===== config.mk =====
export PLATFORM = sky130hd
export DESIGN_NAME = message_slot_tag_allocator_unit
export DESIGN_NICKNAME = d
export VERILOG_FILES = /design/src/hw/rtl/msta_pkg.sv /design/src/hw/rtl/msta_ctrl.sv /design/src/hw/rtl/msta_dpath.sv /design/src/hw/rtl/message_slot_tag_allocator_unit.sv
export VERILOG_INCLUDE_DIRS = /design/src /design/src/hw/rtl
export SDC_FILE = /design/constraint.sdc
export NUM_CORES = 1
export LEC_CHECK = 0
export ABC_AREA = 1
export BUFFER_PORTS_ARGS = -buffer_cell sky130_fd_sc_hd__buf_2
export CORE_MARGIN = 1
export CORE_UTILIZATION = 60
export CTS_BUF_LIST = sky130_fd_sc_hd__clkbuf_4 sky130_fd_sc_hd__clkbuf_8 sky130_fd_sc_hd__clkbuf_16
export DETAILED_ROUTE_END_ITERATION = 8
export HOLD_SLACK_MARGIN = 0.15
export PLACE_DENSITY = 0.77
export SYNTH_ARGS = -nofsm -noshare
export SYNTH_HDL_FRONTEND = slang
export SYNTH_SLANG_ARGS = --single-unit

===== constraint.sdc =====
create_clock -name clk -period 11 [get_ports clk]
set_input_delay 2.75 -clock clk [delete_from_list [all_inputs] [get_ports clk]]
set_output_delay 2.75 -clock clk [all_outputs]
set_load 0.02 [all_outputs]

===== src/hw/rtl/message_slot_tag_allocator_unit_assert.svh =====
// Assertion macros for the slot tag allocator.
// Used by message_slot_tag_allocator_unit; expects clk and rst in scope.
`ifndef MESSAGE_SLOT_TAG_ALLOCATOR_UNIT_ASSERT_SVH
`define MESSAGE_SLOT_TAG_ALLOCATOR_UNIT_ASSERT_SVH

// same-cycle implication
`define MSTA_ASSERT_IMP(lbl, ante, cons) \
  lbl: assert property (@(posedge clk) disable iff (rst) (ante) |-> (cons)) \
    else $error("slot allocator check failed");

// next-cycle implication
`define MSTA_ASSERT_NXT(lbl, ante, cons) \
  lbl: assert property (@(posedge clk) disable iff (rst) (ante) |=> (cons)) \
    else $error("slot allocator check failed");

`endif


===== src/hw/rtl/msta_pkg.sv =====
// Shared types and codes for the slot tag allocator.
// No dependencies.
package msta_pkg;

  localparam int OP_W   = 2;
  localparam int POOL_W = 2;
  localparam int TAG_W  = 7;
  localparam int ST_W   = 2;
  localparam int OFF_W  = 22;
  localparam int SIZE_W = 16;
  localparam int CFG_W  = 16;
  localparam int IDX_W  = 1;

  localparam logic [OP_W-1:0] OP_ALLOC  = 2'd0;
  localparam logic [OP_W-1:0] OP_FREE   = 2'd1;
  localparam logic [OP_W-1:0] OP_LOOKUP = 2'd2;

  localparam logic [ST_W-1:0] ST_OK      = 2'd0;
  localparam logic [ST_W-1:0] ST_BUSY    = 2'd1;
  localparam logic [ST_W-1:0] ST_INVALID = 2'd2;

  localparam logic [IDX_W-1:0] REG_SLOTS_IN_USE = 1'b0;
  localparam logic [IDX_W-1:0] REG_SLOT_SIZE    = 1'b1;

  localparam logic [TAG_W-1:0]  SLOTS_RESET = 7'd64;
  localparam logic [SIZE_W-1:0] SIZE_RESET  = 16'd64;

  // controller -> datapath
  typedef struct packed {
    logic req_load;  // capture request, start bitmap read
    logic commit;    // write back bitmap, load result register
  } msta_cmd_t;

endpackage


===== src/hw/rtl/msta_ctrl.sv =====
// Request sequencer for the slot tag allocator.
// Depends on msta_pkg.
module msta_ctrl import msta_pkg::*; (
  input  logic      clk,
  input  logic      rst,
  input  logic      req_valid,
  output logic      req_ready,
  output logic      rsp_valid,
  input  logic      rsp_ready,
  output msta_cmd_t cmd
);

  localparam logic S_IDLE = 1'b0;
  localparam logic S_EXEC = 1'b1;

  logic state, state_next;
  logic rsp_valid_next;
  logic can_commit;

  assign req_ready  = (state == S_IDLE);
  assign can_commit = !rsp_valid || rsp_ready;

  always_comb begin
    state_next   = state;
    cmd.req_load = 1'b0;
    cmd.commit   = 1'b0;
    unique case (state)
      S_IDLE: begin
        if (req_valid) begin
          cmd.req_load = 1'b1;
          state_next   = S_EXEC;
        end
      end
      S_EXEC: begin
        // hold here while the result register is still occupied
        if (can_commit) begin
          cmd.commit = 1'b1;
          state_next = S_IDLE;
        end
      end
      default: state_next = S_IDLE;
    endcase
  end

  always_comb begin
    if (cmd.commit) begin
      rsp_valid_next = 1'b1;
    end else if (rsp_ready) begin
      rsp_valid_next = 1'b0;
    end else begin
      rsp_valid_next = rsp_valid;
    end
  end

  always_ff @(posedge clk) begin
    if (rst) begin
      state     <= S_IDLE;
      rsp_valid <= 1'b0;
    end else begin
      state     <= state_next;
      rsp_valid <= rsp_valid_next;
    end
  end

endmodule


===== src/hw/rtl/msta_dpath.sv =====
// Datapath: config registers, pool bitmap memory, first-free search,
// offset multiply and result register. Depends on msta_pkg.
module msta_dpath import msta_pkg::*; #(
  parameter int POOL_COUNT = 4,
  parameter int MAX_SLOTS  = 64
) (
  input  logic              clk,
  input  logic              rst,
  input  logic              cfg_we,
  input  logic [IDX_W-1:0]  cfg_index,
  input  logic [CFG_W-1:0]  cfg_data,
  input  msta_cmd_t         cmd,
  input  logic [OP_W-1:0]   op,
  input  logic [POOL_W-1:0] pool_sel,
  input  logic [TAG_W-1:0]  tag,
  output logic [ST_W-1:0]   status,
  output logic [TAG_W-1:0]  tag_out,
  output logic [OFF_W-1:0]  offset
);

  localparam int PW = (POOL_COUNT > 1) ? $clog2(POOL_COUNT) : 1;
  // only the first 127 slots are reachable through a 7-bit tag
  localparam int SW = (MAX_SLOTS < 127) ? MAX_SLOTS : 127;
  localparam logic [TAG_W-1:0] SAT = TAG_W'(SW);

  logic [TAG_W-1:0]  slots_in_use;
  logic [SIZE_W-1:0] slot_size;

  logic [MAX_SLOTS-1:0] mem [POOL_COUNT];
  logic [POOL_COUNT-1:0] row_valid;

  logic [OP_W-1:0]      op_q;
  logic [PW-1:0]        pool_q;
  logic                 pool_ok_q;
  logic [TAG_W-1:0]     tag_q;
  logic [MAX_SLOTS-1:0] rd_word;

  logic [PW+POOL_W-1:0] pool_ext;
  logic [PW-1:0]        pool_idx;
  logic                 pool_ok;

  logic [TAG_W-1:0]     n_act;
  logic                 found;
  logic [TAG_W-1:0]     free_idx;
  logic                 tag_ok;
  logic [TAG_W-1:0]     sel_idx;
  logic [MAX_SLOTS-1:0] bit_mask;
  logic [MAX_SLOTS-1:0] wr_word;
  logic                 wr_en;
  logic [ST_W-1:0]      st_next;
  logic                 hit;
  logic [SIZE_W+TAG_W-1:0] prod;

  // config registers
  always_ff @(posedge clk) begin
    if (rst) begin
      slots_in_use <= SLOTS_RESET;
      slot_size    <= SIZE_RESET;
    end else if (cfg_we) begin
      unique case (cfg_index)
        REG_SLOTS_IN_USE: slots_in_use <= cfg_data[TAG_W-1:0];
        REG_SLOT_SIZE:    slot_size    <= cfg_data[SIZE_W-1:0];
        default: ;
      endcase
    end
  end

  assign pool_ext = {{PW{1'b0}}, pool_sel};
  assign pool_idx = pool_ext[PW-1:0];
  assign pool_ok  = (int'(pool_sel) < POOL_COUNT);

  // request capture and registered bitmap read
  always_ff @(posedge clk) begin
    if (cmd.req_load) begin
      op_q      <= op;
      pool_q    <= pool_idx;
      pool_ok_q <= pool_ok;
      tag_q     <= tag;
      if (pool_ok && row_valid[pool_idx]) begin
        rd_word <= mem[pool_idx];
      end else begin
        rd_word <= '0;
      end
    end
  end

  assign n_act = (slots_in_use > SAT) ? SAT : slots_in_use;

  // lowest free slot below the active count
  always_comb begin
    found    = 1'b0;
    free_idx = '0;
    for (int i = SW - 1; i >= 0; i--) begin
      if (!rd_word[i] && (TAG_W'(i) < n_act)) begin
        found    = 1'b1;
        free_idx = TAG_W'(i);
      end
    end
  end

  assign tag_ok  = (tag_q != '0) && (tag_q <= n_act);
  assign sel_idx = (op_q == OP_ALLOC) ? free_idx : (tag_q - TAG_W'(1));

  always_comb begin
    bit_mask = '0;
    for (int j = 0; j < SW; j++) begin
      bit_mask[j] = (TAG_W'(j) == sel_idx);
    end
  end

  always_comb begin
    wr_word = rd_word;
    st_next = ST_INVALID;
    wr_en   = 1'b0;
    if (pool_ok_q) begin
      case (op_q)
        OP_ALLOC: begin
          wr_word = rd_word | bit_mask;
          wr_en   = found;
          st_next = found ? ST_OK : ST_BUSY;
        end
        OP_FREE: begin
          wr_word = rd_word & ~bit_mask;
          wr_en   = tag_ok;
          st_next = tag_ok ? ST_OK : ST_INVALID;
        end
        OP_LOOKUP: begin
          st_next = tag_ok ? ST_OK : ST_INVALID;
        end
        default: st_next = ST_INVALID;
      endcase
    end
  end

  assign hit  = (st_next == ST_OK);
  assign prod = (SIZE_W+TAG_W)'(slot_size) * (SIZE_W+TAG_W)'(sel_idx);

  // bitmap write-back; rows read as all free until first written
  always_ff @(posedge clk) begin
    if (cmd.commit && wr_en) begin
      mem[pool_q] <= wr_word;
    end
  end

  always_ff @(posedge clk) begin
    if (rst) begin
      row_valid <= '0;
    end else if (cmd.commit && wr_en) begin
      row_valid[pool_q] <= 1'b1;
    end
  end

  // result register
  always_ff @(posedge clk) begin
    if (cmd.commit) begin
      status  <= st_next;
      tag_out <= hit ? (sel_idx + TAG_W'(1)) : '0;
      offset  <= hit ? prod[OFF_W-1:0] : '0;
    end
  end

endmodule


===== src/hw/rtl/message_slot_tag_allocator_unit.sv =====
// Slot tag allocator: first-free bitmap allocation over several message pools.
// A taken request reads its bitmap row; execute then loads the response register.
// One request at a time: bitmap read, then search + write-back, then the next.
// The result register frees the request side while a response beat waits.
// Reset (rst, synchronous): all pools free, slots_in_use = 64, slot_size = 64.
module message_slot_tag_allocator_unit import msta_pkg::*; #(
  parameter int POOL_COUNT = 4,
  parameter int MAX_SLOTS  = 64
) (
  input  logic              clk,
  input  logic              rst,
  // configuration writes
  input  logic              cfg_we,
  input  logic [IDX_W-1:0]  cfg_index,
  input  logic [CFG_W-1:0]  cfg_data,
  // request channel
  input  logic              req_valid,
  output logic              req_ready,
  input  logic [OP_W-1:0]   op,
  input  logic [POOL_W-1:0] pool_sel,
  input  logic [TAG_W-1:0]  tag,
  // response channel
  output logic              rsp_valid,
  input  logic              rsp_ready,
  output logic [ST_W-1:0]   status,
  output logic [TAG_W-1:0]  tag_out,
  output logic [OFF_W-1:0]  offset
);

  // Flow per request beat:
  //   accept  -> capture fields, read the pool's bitmap row (registered)
  //   execute -> find lowest free slot below the active count, or check tag,
  //              multiply slot index by slot_size, write the row back and
  //              load the response register in the same edge.
  // Execute stalls while a previous response beat is still unread.
  // Pool rows carry a valid bit cleared at reset, so an unwritten row
  // reads as all slots free.

  msta_cmd_t cmd;

  msta_ctrl u_ctrl (
    .clk       (clk),
    .rst       (rst),
    .req_valid (req_valid),
    .req_ready (req_ready),
    .rsp_valid (rsp_valid),
    .rsp_ready (rsp_ready),
    .cmd       (cmd)
  );

  msta_dpath #(
    .POOL_COUNT (POOL_COUNT),
    .MAX_SLOTS  (MAX_SLOTS)
  ) u_dpath (
    .clk       (clk),
    .rst       (rst),
    .cfg_we    (cfg_we),
    .cfg_index (cfg_index),
    .cfg_data  (cfg_data),
    .cmd       (cmd),
    .op        (op),
    .pool_sel  (pool_sel),
    .tag       (tag),
    .status    (status),
    .tag_out   (tag_out),
    .offset    (offset)
  );

`include "message_slot_tag_allocator_unit_assert.svh"

  // a taken request keeps the request side closed in execute
  `MSTA_ASSERT_NXT(a_busy_after_accept, req_valid && req_ready, !req_ready)
  // failed requests carry no tag and no offset
  `MSTA_ASSERT_IMP(a_fail_zero, rsp_valid && (status != ST_OK), (tag_out == '0) && (offset == '0))
  // successful requests always name a real slot
  `MSTA_ASSERT_IMP(a_ok_tag, rsp_valid && (status == ST_OK), tag_out != '0)
  // a new response only comes out of the execute cycle
  `MSTA_ASSERT_IMP(a_rsp_from_exec, $rose(rsp_valid), $past(!req_ready))

endmodule

==> results of run 1 <==
==> cell families after synthesis <==
family | after synthesis | share of synthesized area (%)
buffers and inverters | 345 | 6.38
and+or+nand+nor | 807 | 15.4
xor gates and xnor gates | 13 | 0.553
AOI/OAI and AO/OA | 432 | 12.2
adders and majority gates | 121 | 9.84
DFF | 391 | 55.6
==> cell type report <==
cell class,instances,share of cell area [%]
Clock buffer,51,4.94
Timing Repair Buffer,86,2.14
Inverter,259,4.29
Clock inverter,22,1.13
Multi-Input combinational cell,1373,34.7
Sequential cell,391,50.3
Tap cell,448,2.46
==> critical path, delay by kind of cell, from the launching register on <==
kind,cells,cell delay [ps]
AO/OA/AOI/OAI,23,3290
AND/OR/NAND/NOR,22,2530
adder cells (fa/ha/maj),5,2140
buffers and inverters,10,1180
flip-flops,1,450
==> flip-flops by register name, summed over array words and instances, names as in the netlist <==
register and flops:
u_dpath.slot_size 16, u_dpath.tag_out 7, u_dpath.rd_word 64, u_dpath.tag_q 7, u_dpath.mem 256, u_dpath.offset 22, u_ctrl.rsp_valid 1, u_dpath.row_valid 4
u_dpath.status 2, u_dpath.pool_q 2, u_dpath.op_q 2, u_ctrl.state 1, u_dpath.slots_in_use 7
==> worst min path at each step <==
stage | slack, ps | cells after the start | endpoint
after global routing | 480 | 1 | u_dpath.row_valid[3]
after CTS | 470 | 1 | u_dpath.row_valid[3]
after detailed placement | 450 | 1 | u_dpath.row_valid[3]
final | 470 | 1 | u_dpath.row_valid[3]
after floorplan | 440 | 1 | u_dpath.row_valid[3]
after global placement | 450 | 1 | u_dpath.row_valid[1]
==> per-layer routing <==
layer  wire length (um)  share of wire (%)  vias to the layer above  track usage, %
li1                   -                  -                     7193               -
met1              22700                 41                     7514            44.1
met2              25900                 47                      688            51.2
met3               4580                8.3                      111            5.59
met4               1740                3.2                        2            11.6
met5                 18              0.033                        -               0
==> Yosys cell counts (2+ instances only) <==
master	count	area, sq um
o21a_1	8	60.1
nor2_1	404	1520
and2_1	2	12.5
inv_2	9	33.8
nor2_2	9	56.3
ha_1	53	663
nand2_1	334	1250
o211ai_1	5	37.5
a31oi_1	8	50.1
nor3_1	25	125
o21ai_2	2	17.5
clkinv_1	5	18.8
a211oi_1	10	75.1
inv_1	244	916
nand3_2	2	20.0
o32ai_1	65	569
buf_1	5	18.8
a21oi_1	61	305
o21ai_0	258	1290
clkbuf_1	78	293
nand4_1	3	18.8
or2_2	3	18.8
nor4_1	2	12.5
edfxtp_1	362	10900
o21bai_1	6	45.0
nand2_2	4	25.0
xnor2_1	5	43.8
nand3_1	17	85.1
fa_1	68	1360
xor2_1	8	70.1
nand2_4	2	22.5
buf_6	2	22.5
o21ai_1	5	25.0
dfxtp_1	29	581
==> power by group through the flow <==
stage	combinational (mW)	clock [mW]	sequential (mW)
final	0.589	1.42	1.73
after global routing	0.660	1.49	1.73
after CTS	0.586	1.43	1.73
after detailed placement	0.577	0	1.76
after global placement	0.565	0	1.76
after floorplan	0.396	0	1.76
==> layout by cell type, fill, tap and decap left out, types with 6 or more instances in the layout <==
master     synthesis  routed
fa_1              68      68
o32ai_1           65      65
xor2_1             8       8
buf_4              0      23
nand3_1           17      17
nor2_2             9      10
nand2_1          334     334
o21a_1             8       8
clkinv_1           5       9
clkbuf_4           0       8
inv_1            244     243
nor3_1            25      19
clkbuf_16          0      42
ha_1              53      53
a211oi_1          10      10
a31oi_1            8       8
buf_2              1      63
inv_2              9      10
edfxtp_1         362     362
o21bai_1           6       6
nor2_1           404     402
dfxtp_1           29      29
o21ai_0          258     258
a21oi_1           61      60
==> per-stage QoR <==
stage	total power, mW	setup slack, ps
floorplan	2.16	1240
detailed placement	2.34	1420
global placement	2.32	1670
global route	3.88	278
finish	3.74	1170
CTS	3.75	1300
==> results_dict.tcl, run 1 <==
set metrics [dict create \
    antenna_found_initial 1 \
    timing.rr.start "u_dpath.slots_in_use[2]" \
    post_synth_net_total 2263 \
    area_overhead_of_the_layout_relative_to_synthesis_pct 10.6 \
    drtPass1Iterations 5 \
    cellPowerDensity_nw_per_um2 164 \
    postCtsResizedCells 0 \
    largest_net_degree_at_the_start_of_global_routing 106 \
    cell_with_the_biggest_individual_delay_on_the_critical_path "inv_1" \
    gp_congestion 1.02 \
    setup_viol 0 \
    final.setup.tns_ps 0 \
    crit_startpoint "u_dpath.slots_in_use[2]" \
    cts_made_buffers 41 \
    p_switching_mw 1.02 \
    cap_violations 0 \
    cp.arrival_ps 10140 \
    yosys_most_used_dff "edfxtp_1" \
    drive_gt1_share_pct 9.12 \
    crit_end "u_dpath.offset[20]" \
    worstRegToRegCells 60 \
    vdd.ir_drop.worst_v 0.000153 \
    postSynth.asyncResetShare_pct 0 \
    final_cell_count_no_fill 2630 \
    cts-root-to-sink-buffers 3 \
    synth.yosys.warnings 0 \
    clk-insertion-delay-late_ps 570 \
    initial_utilization_pct 61.2 \
    synth_edf_count 362 \
    worst_hold_path_startpoint "u_dpath.row_valid[3]" \
    cts_tree "yes" \
    final_nets 2306 \
    yosys.cell_types.count 40 \
    biggest_fanout_along_the_worst_timing_path 16 \
    tightest_slew_ps 1180 \
    drt-wirelength-per-cell_um 20.9 \
    setup.worst_path.end_class "flop" \
    die_w_um 187 \
    period_share_pct 89.4 \
    dpl_cell_area_sq_um 21400 \
    dp_hpwl_mm 35.8 \
    power.share.sequential_pct 46.3 \
    power.share.switching_pct 27.2 \
    grt.total_usage_pct 31.9 \
    wirelength_mm 54.9 \
    vias_per_cell 5.90 \
    min_period_ps 9830 \
    finish.utilization_pct 67.7 \
    synthesis.instances 2109 \
    result_of_the_run "finished, final reports clean" \
    comb_pwr_share_pct 15.8 \
    path_clk_slew_ps 60 \
    cts_root_buf "clkbuf_16" \
    gr-total-overflow 0 \
    slowest_delay_ps 540 \
    postRouteAntennaNets 0 \
    regToRegEndpoint "u_dpath.offset[20]" \
    slew-limit-headroom_pct 21.3 \
    hold_ws_ps 466 \
    drcViolationCount 0 \
    clock-skew-final_ps 13.8 \
    max_freq_mhz 102 \
    regArea_sq_um 11500 \
    postCtsSetupBuffers 0 \
    io-pin-count 66 \
    design_area_sq_um 22800 \
    antenna_cells 0 \
    post_synth_instance_area_sq_um 20600 \
    reg2reg_slack_ps 1170 \
    worst-setup-path-type "flop to flop" \
    synth-seq-area-share_pct 55.6 \
    synthesis.area_per_instance_sq_um 9.76 \
    final-max-slew-violation-count 0 \
    final.fill_count 2582 \
    cts_sinks 391 \
    grt_pass1_vias 15300 \
    worst_setup_path_start_kind "flop" \
    finalHoldViolCount 0 \
    rsz0062_at_grt "false" \
    cts.htree.levels 2 \
    grt_first_pass_wirelength_mm 85.5 \
    area_taken_by_multi_input_logic_gates_sq_um 7900 \
    drt-initial-drc-count 1753 \
    timing.hold.worst.class "flop to flop" \
    power.leakage_nw 9.16 \
    ctsHoldBuffers 0 \
    clock_power_share_pct 38.0 \
    number_of_standard_cell_rows_in_the_floorplan 67 \
    postSynthRegisterBits 391 \
    internal_power_mw 2.72 \
    coreArea_sq_um 33600 \
    cp_common_cell "nor2_1" \
    cp.required_ps 11310 \
    place.detailed.instances 2557 \
    vias 15500 \
    die-area_sq_um 35000 \
    die-height_um 187 \
    port_buffers 65 \
]
No activity file was read; power rests on OpenSTA's default activity.
==> run 2, diff against run 1 <==
--- a/config.mk
+++ b/config.mk
@@ -15,4 +15,5 @@
 export HOLD_SLACK_MARGIN = 0.15
 export PLACE_DENSITY = 0.77
+export RECOVER_POWER = 50
 export SYNTH_ARGS = -nofsm -noshare
 export SYNTH_HDL_FRONTEND = slang
==> constraint.sdc (replaced) <==
create_clock -name clk -period 11 [get_ports clk]
set_input_delay 2.75 -clock clk [delete_from_list [all_inputs] [get_ports clk]]
set_output_delay 2.75 -clock clk [all_outputs]
set_load 0.005 [all_outputs]
==> results_dict.tcl, run 2 (same netlist as run 1, synthesis figures left out) <==
set metrics [dict create \
    worst-setup-path-type "flop to flop" \
    final_nets 2306 \
    clk-insertion-delay-late_ps 570 \
    regArea_sq_um 11500 \
    min_period_ps 9870 \
    initial_utilization_pct 61.2 \
    ctsHoldBuffers 0 \
    vdd.ir_drop.worst_v 0.000153 \
    grt.total_usage_pct 31.9 \
    drtPass1Iterations 6 \
    cp.required_ps 11310 \
    rsz0062_at_grt "false" \
    area_overhead_of_the_layout_relative_to_synthesis_pct 10.1 \
    die-height_um 187 \
    vias 15500 \
    vias_per_cell 5.89 \
    worst_setup_path_start_kind "flop" \
    antenna_found_initial 1 \
    worst_hold_path_startpoint "u_dpath.row_valid[3]" \
    hold_ws_ps 470 \
    cts_tree "yes" \
    cts-root-to-sink-buffers 3 \
    largest-register "u_dpath.mem" \
    worstHoldPathCells 1 \
    timing.hold.worst_endpoint "u_dpath.row_valid[3]" \
    path_clk_slew_ps 60 \
    comb_pwr_share_pct 15.4 \
    cts.htree.levels 2 \
    reg.largest.list "u_dpath.mem (256), u_dpath.rd_word (64), u_dpath.offset (22)" \
    dp_hpwl_mm 35.8 \
    regToRegEndpoint "u_dpath.offset[20]" \
    final.fill_count 2620 \
    slew-limit-headroom_pct -196 \
    failing_checks "max-capacitance violations, max-slew violations" \
    cp_common_cell "nor2_1" \
    slowest_delay_ps 540 \
    final-max-slew-violation-count 460 \
    cell_with_the_biggest_individual_delay_on_the_critical_path "inv_1" \
    io-pin-count 66 \
    clock-skew-final_ps 16.7 \
    die_w_um 187 \
    internal_power_mw 2.72 \
    placement.setup.worst_slack_ps 1420 \
    period_share_pct 89.7 \
    wirelength_mm 54.8 \
    timing.hold.worst.class "flop to flop" \
    postCtsResizedCells 0 \
    cap_violations 8 \
    largest_net_degree_at_the_start_of_global_routing 106 \
    power.share.sequential_pct 46.5 \
    grt_first_pass_wirelength_mm 85.5 \
    postCtsSetupBuffers 0 \
    finalWorstSetupSlack_ps 1130 \
    cts_sinks 391 \
    setup_viol 0 \
    power.share.switching_pct 26.8 \
    die-area_sq_um 35000 \
    drive_gt1_share_pct 7.56 \
    power.leakage_nw 9.07 \
    max_freq_mhz 101 \
    port_buffers 65 \
    drcViolationCount 0 \
    area_taken_by_multi_input_logic_gates_sq_um 7860 \
    gp_congestion 1.02 \
    critical-path-top-delay-family "compound AO/OA/AOI/OAI gates" \
    result_of_the_run "finished with violations" \
    drt-initial-drc-count 1773 \
    postRouteAntennaNets 0 \
    clock_power_share_pct 38.1 \
    cp.arrival_ps 10180 \
    antenna_cells 0 \
    cts_root_buf "clkbuf_16" \
    worstRegToRegCells 60 \
    final_cell_mix "nor2_1 (404), edfxtp_1 (362), nand2_1 (334)" \
    drt-wirelength-per-cell_um 20.8 \
    cellPowerDensity_nw_per_um2 164 \
    timing.rr.start "u_dpath.slots_in_use[2]" \
    coreArea_sq_um 33600 \
    cts_made_buffers 41 \
    number_of_standard_cell_rows_in_the_floorplan 67 \
    biggest_fanout_along_the_worst_timing_path 16 \
    critical_path.n_buffers_inverters 10 \
    gr-total-overflow 0 \
    setup.worst_path.end_class "flop" \
    grt_pass1_vias 15300 \
    reg2reg_slack_ps 1130 \
    finalHoldViolCount 0 \
    p_switching_uw 1000 \
    tightest_slew_ps 4450 \
    final.setup.tns_ps 0 \
    largest_register_ffs 256 \
    worstSetupPathDepth 60 \
    final_common_cell "nor2_1" \
]
-- run 2: area by class of cell --
class / count / share of cell area (%)
Tap cell: 448 / 2.47
Sequential cell: 391 / 50.6
Inverter: 259 / 4.31
Clock inverter: 22 / 1.13
Timing Repair Buffer: 86 / 1.87
Clock buffer: 51 / 4.97
Multi-Input combinational cell: 1373 / 34.7
-- run 2: power groups by stage --
stage	clock network [mW]	registers, mW	logic, mW
after floorplan	0	1.75	0.396
after global placement	0	1.76	0.551
after detailed placement	0	1.76	0.563
after CTS	1.43	1.73	0.572
after global routing	1.49	1.74	0.643
final	1.42	1.73	0.572
-- run 2: per-layer routing --
| layer | share of wire (%) | vias to the layer above | global-route usage, % |
|---|---|---|---|
| li1 | - | 7191 | - |
| met1 | 41 | 7495 | 44.1 |
| met2 | 47 | 684 | 51.2 |
| met3 | 8.7 | 120 | 5.59 |
| met4 | 3.3 | 2 | 11.6 |
| met5 | 0.024 | - | 0 |
-- run 2: worst max path at each step --
stage,startpoint,to,slack (ps)
6_report,u_dpath.slots_in_use[2],u_dpath.offset[20],1130
5_1_grt,u_dpath.slots_in_use[2],u_dpath.offset[20],240
4_1_cts,u_dpath.slots_in_use[2],u_dpath.offset[20],1300
3_5_place_dp,u_dpath.slots_in_use[2],u_dpath.offset[20],1420
3_3_place_gp,u_dpath.slots_in_use[2],u_dpath.offset[20],1670
2_1_floorplan,rsp_ready,u_dpath.mem[1][0],1240
-- run 2: stage by stage --
step	std cells	total power, mW	utilization, %	cell area (sq um)
6_report	2630	3.72	67.4	22600
5_1_grt	2630	3.87	67.4	22600
4_1_cts	2630	3.73	67.7	22800
3_5_place_dp	2557	2.32	63.6	21400
3_3_place_gp	2557	2.31	63.6	21400
2_1_floorplan	2109	2.14	-	20600
==> run 3, diff against run 2 <==
ABC_AREA = unset   (was 1)
==> results_dict.tcl, run 3 <==
set metrics [dict create \
    crit_startpoint "u_dpath.slots_in_use[6]" \
    clk-insertion-delay-late_ps 580 \
    setup_viol 0 \
    netlist.area_leader.share_pct 52.3 \
    postSynth.asyncResetShare_pct 0 \
    cap_violations 13 \
    slew-limit-headroom_pct -232 \
    postRouteAntennaNets 0 \
    cts_made_buffers 40 \
    reg.largest.list "u_dpath.mem (256), u_dpath.rd_word (64), u_dpath.offset (22)" \
    tightest_slew_ps 4980 \
    yosys.cell_types.count 86 \
    drt-wirelength-per-cell_um 25.6 \
    rsz0062_at_grt "false" \
    cp.required_ps 11260 \
    port_buffers 65 \
    post_synth_top_area_cell "edfxtp_1" \
    reg2reg_slack_ps 1680 \
    vias 13800 \
    final_nets 1820 \
    max_freq_mhz 107 \
    initial_utilization_pct 61.5 \
    cts-root-to-sink-buffers 3 \
    post_synth_instance_area_sq_um 20800 \
    gp_congestion 0.965 \
    power.leakage_nw 8.12 \
    netlist_top_cells_count "edfxtp_1 (362), nand2_1 (107), a21oi_1 (89)" \
    timing.hold.worst.class "flop to flop" \
    drive_gt1_share_pct 13.7 \
    synthesis.area_per_instance_sq_um 12.9 \
    timing.rr.start "u_dpath.slots_in_use[6]" \
    postCtsSetupBuffers 0 \
    postCtsResizedCells 0 \
    die_w_um 188 \
    fin_total_pwr_mw 3.55 \
    drtPass1Iterations 6 \
    clock-skew-final_ps 21.1 \
    wirelength_mm 54.9 \
    final-max-slew-violation-count 497 \
    cts.htree.levels 2 \
    ctsHoldBuffers 0 \
    worst_hold_path_startpoint "u_dpath.row_valid[2]" \
    number_of_standard_cell_rows_in_the_floorplan 67 \
    largest-register "u_dpath.mem" \
    hold_ws_ps 476 \
    worst-setup-path-type "flop to flop" \
    area_overhead_of_the_layout_relative_to_synthesis_pct 9.74 \
    die-area_sq_um 35400 \
    antenna_cells 0 \
    min_period_ps 9320 \
    die-height_um 188 \
    result_of_the_run "finished with violations" \
    drcViolationCount 0 \
    synth.most_common_cell "edfxtp_1" \
    biggest_fanout_along_the_worst_timing_path 32 \
    postSynthRegisterBits 391 \
    worst_setup_path_start_kind "flop" \
    grt.total_usage_pct 31.9 \
    gr-total-overflow 0 \
    final.setup.tns_ps 0 \
    largest_register_ffs 256 \
    largest_net_degree_at_the_start_of_global_routing 76 \
    cellPowerDensity_nw_per_um2 156 \
    cts_sinks 391 \
    vias_per_cell 6.45 \
    final_common_cell "edfxtp_1" \
    antenna_found_initial 0 \
    coreArea_sq_um 33800 \
    vdd.ir_drop.worst_v 0.000143 \
    setup.worst_path.end_class "flop" \
    synth_edf_count 362 \
    dp_hpwl_mm 36.5 \
    grt_pass1_vias 13700 \
    period_share_pct 84.8 \
    synth.yosys.warnings 0 \
    cts_root_buf "clkbuf_16" \
    grt_first_pass_wirelength_mm 83.0 \
    failing_checks "max-capacitance violations, max-slew violations" \
    synthesis.instances 1612 \
    post_synth_net_total 1766 \
    finish.utilization_pct 67.5 \
    drt-initial-drc-count 1448 \
    path_clk_slew_ps 70 \
    finalHoldViolCount 0 \
    yosys_most_used_dff "edfxtp_1" \
    cp.arrival_ps 9580 \
    final_cell_mix "edfxtp_1 (362), nand2_1 (109), o21ai_0 (108)" \
    yosys-top-cells-area "edfxtp_1 (52%), mux4_2 (7.0%), fa_1 (6.6%)" \
    synth-seq-area-share_pct 55.1 \
    io-pin-count 66 \
    cts_tree "yes" \
]
-- run 3: cell types whose count changed after synthesis, moves of 70 or more --
cell | before | now
o21ai_0 | 258 | 87
nand2_1 | 334 | 107
o21ai_1 | 5 | 86
and2_1 | 2 | 81
inv_1 | 244 | 85
nor2b_1 | 0 | 70
nor2_1 | 404 | 77
-- run 3: cells by family after synthesis --
group / synth area share [%]
XOR/XNOR: 1.22
multiplexers: 7.34
AND/OR/NAND/NOR: 11.8
adder cells (fa/ha/maj): 9.85
flip-flops: 55.1
buffers and inverters: 3.18
AO/OA/AOI/OAI: 11.4
-- run 3: power by group --
part	internal, mW	leakage (nW)	switching (mW)	total [mW]
combinational	0.149	3.82	0.261	0.410
clock	0.843	0.696	0.579	1.42
sequential	1.68	3.60	0.0396	1.72
-- run 3: worst paths after layout --
check                         endpoint  depth (start not counted)
setup reg to reg    u_dpath.offset[20]                         24
setup / recovery    u_dpath.offset[20]                         24
hold reg to reg   u_dpath.row_valid[2]                          2
hold / removal    u_dpath.row_valid[2]                          2
-- run 3: layout make-up --
| class | count | area, sq um |
|---|---|---|
| inverters | 86 | 323 |
| clock buffers | 52 | 1110 |
| flip-flops and latches | 391 | 11500 |
| fillers | 2407 | 11000 |
| repair buffers | 82 | 407 |
| multi-input cells | 1065 | 8650 |
| clock inverters | 22 | 282 |
| well taps | 448 | 561 |
-- run 3: routing by layer --
| metal | GRT usage, % | routed length [um] | vias to the layer above |
|---|---|---|---|
| li1 | - | - | 6082 |
| met1 | 42.5 | 22200 | 6963 |
| met2 | 51.4 | 26100 | 650 |
| met3 | 5.24 | 4030 | 137 |
| met4 | 15.2 | 2600 | 0 |
| met5 | 0 | 0 | - |
-- run 3: stage by stage --
stage	std cells	area, sq um	setup slack, ps
2_1_floorplan	1612	20800	2830
3_3_place_gp	2072	21500	2390
3_5_place_dp	2072	21500	2320
4_1_cts	2146	22900	2290
5_1_grt	2146	22800	1030
6_report	2146	22800	1680
-- run 3: worst max-delay path: stages, from the launching register on --
cell and delay [ps]:
dfxtp_1 310, clkbuf_1 1200, nand2b_1 600, o21ai_0 240, a2111oi_0 690, nand3_1 320
nor3b_1 320, a211o_1 670, and2_1 240, fa_1 450, fa_1 520, fa_1 540
inv_1 60, fa_1 520, inv_1 40, ha_1 220, or3_1 390, a21oi_1 150
o21bai_1 150, a41o_1 300, a41o_1 260, o41ai_1 400, o21ai_0 190, xnor2_1 160
nor2_1 50
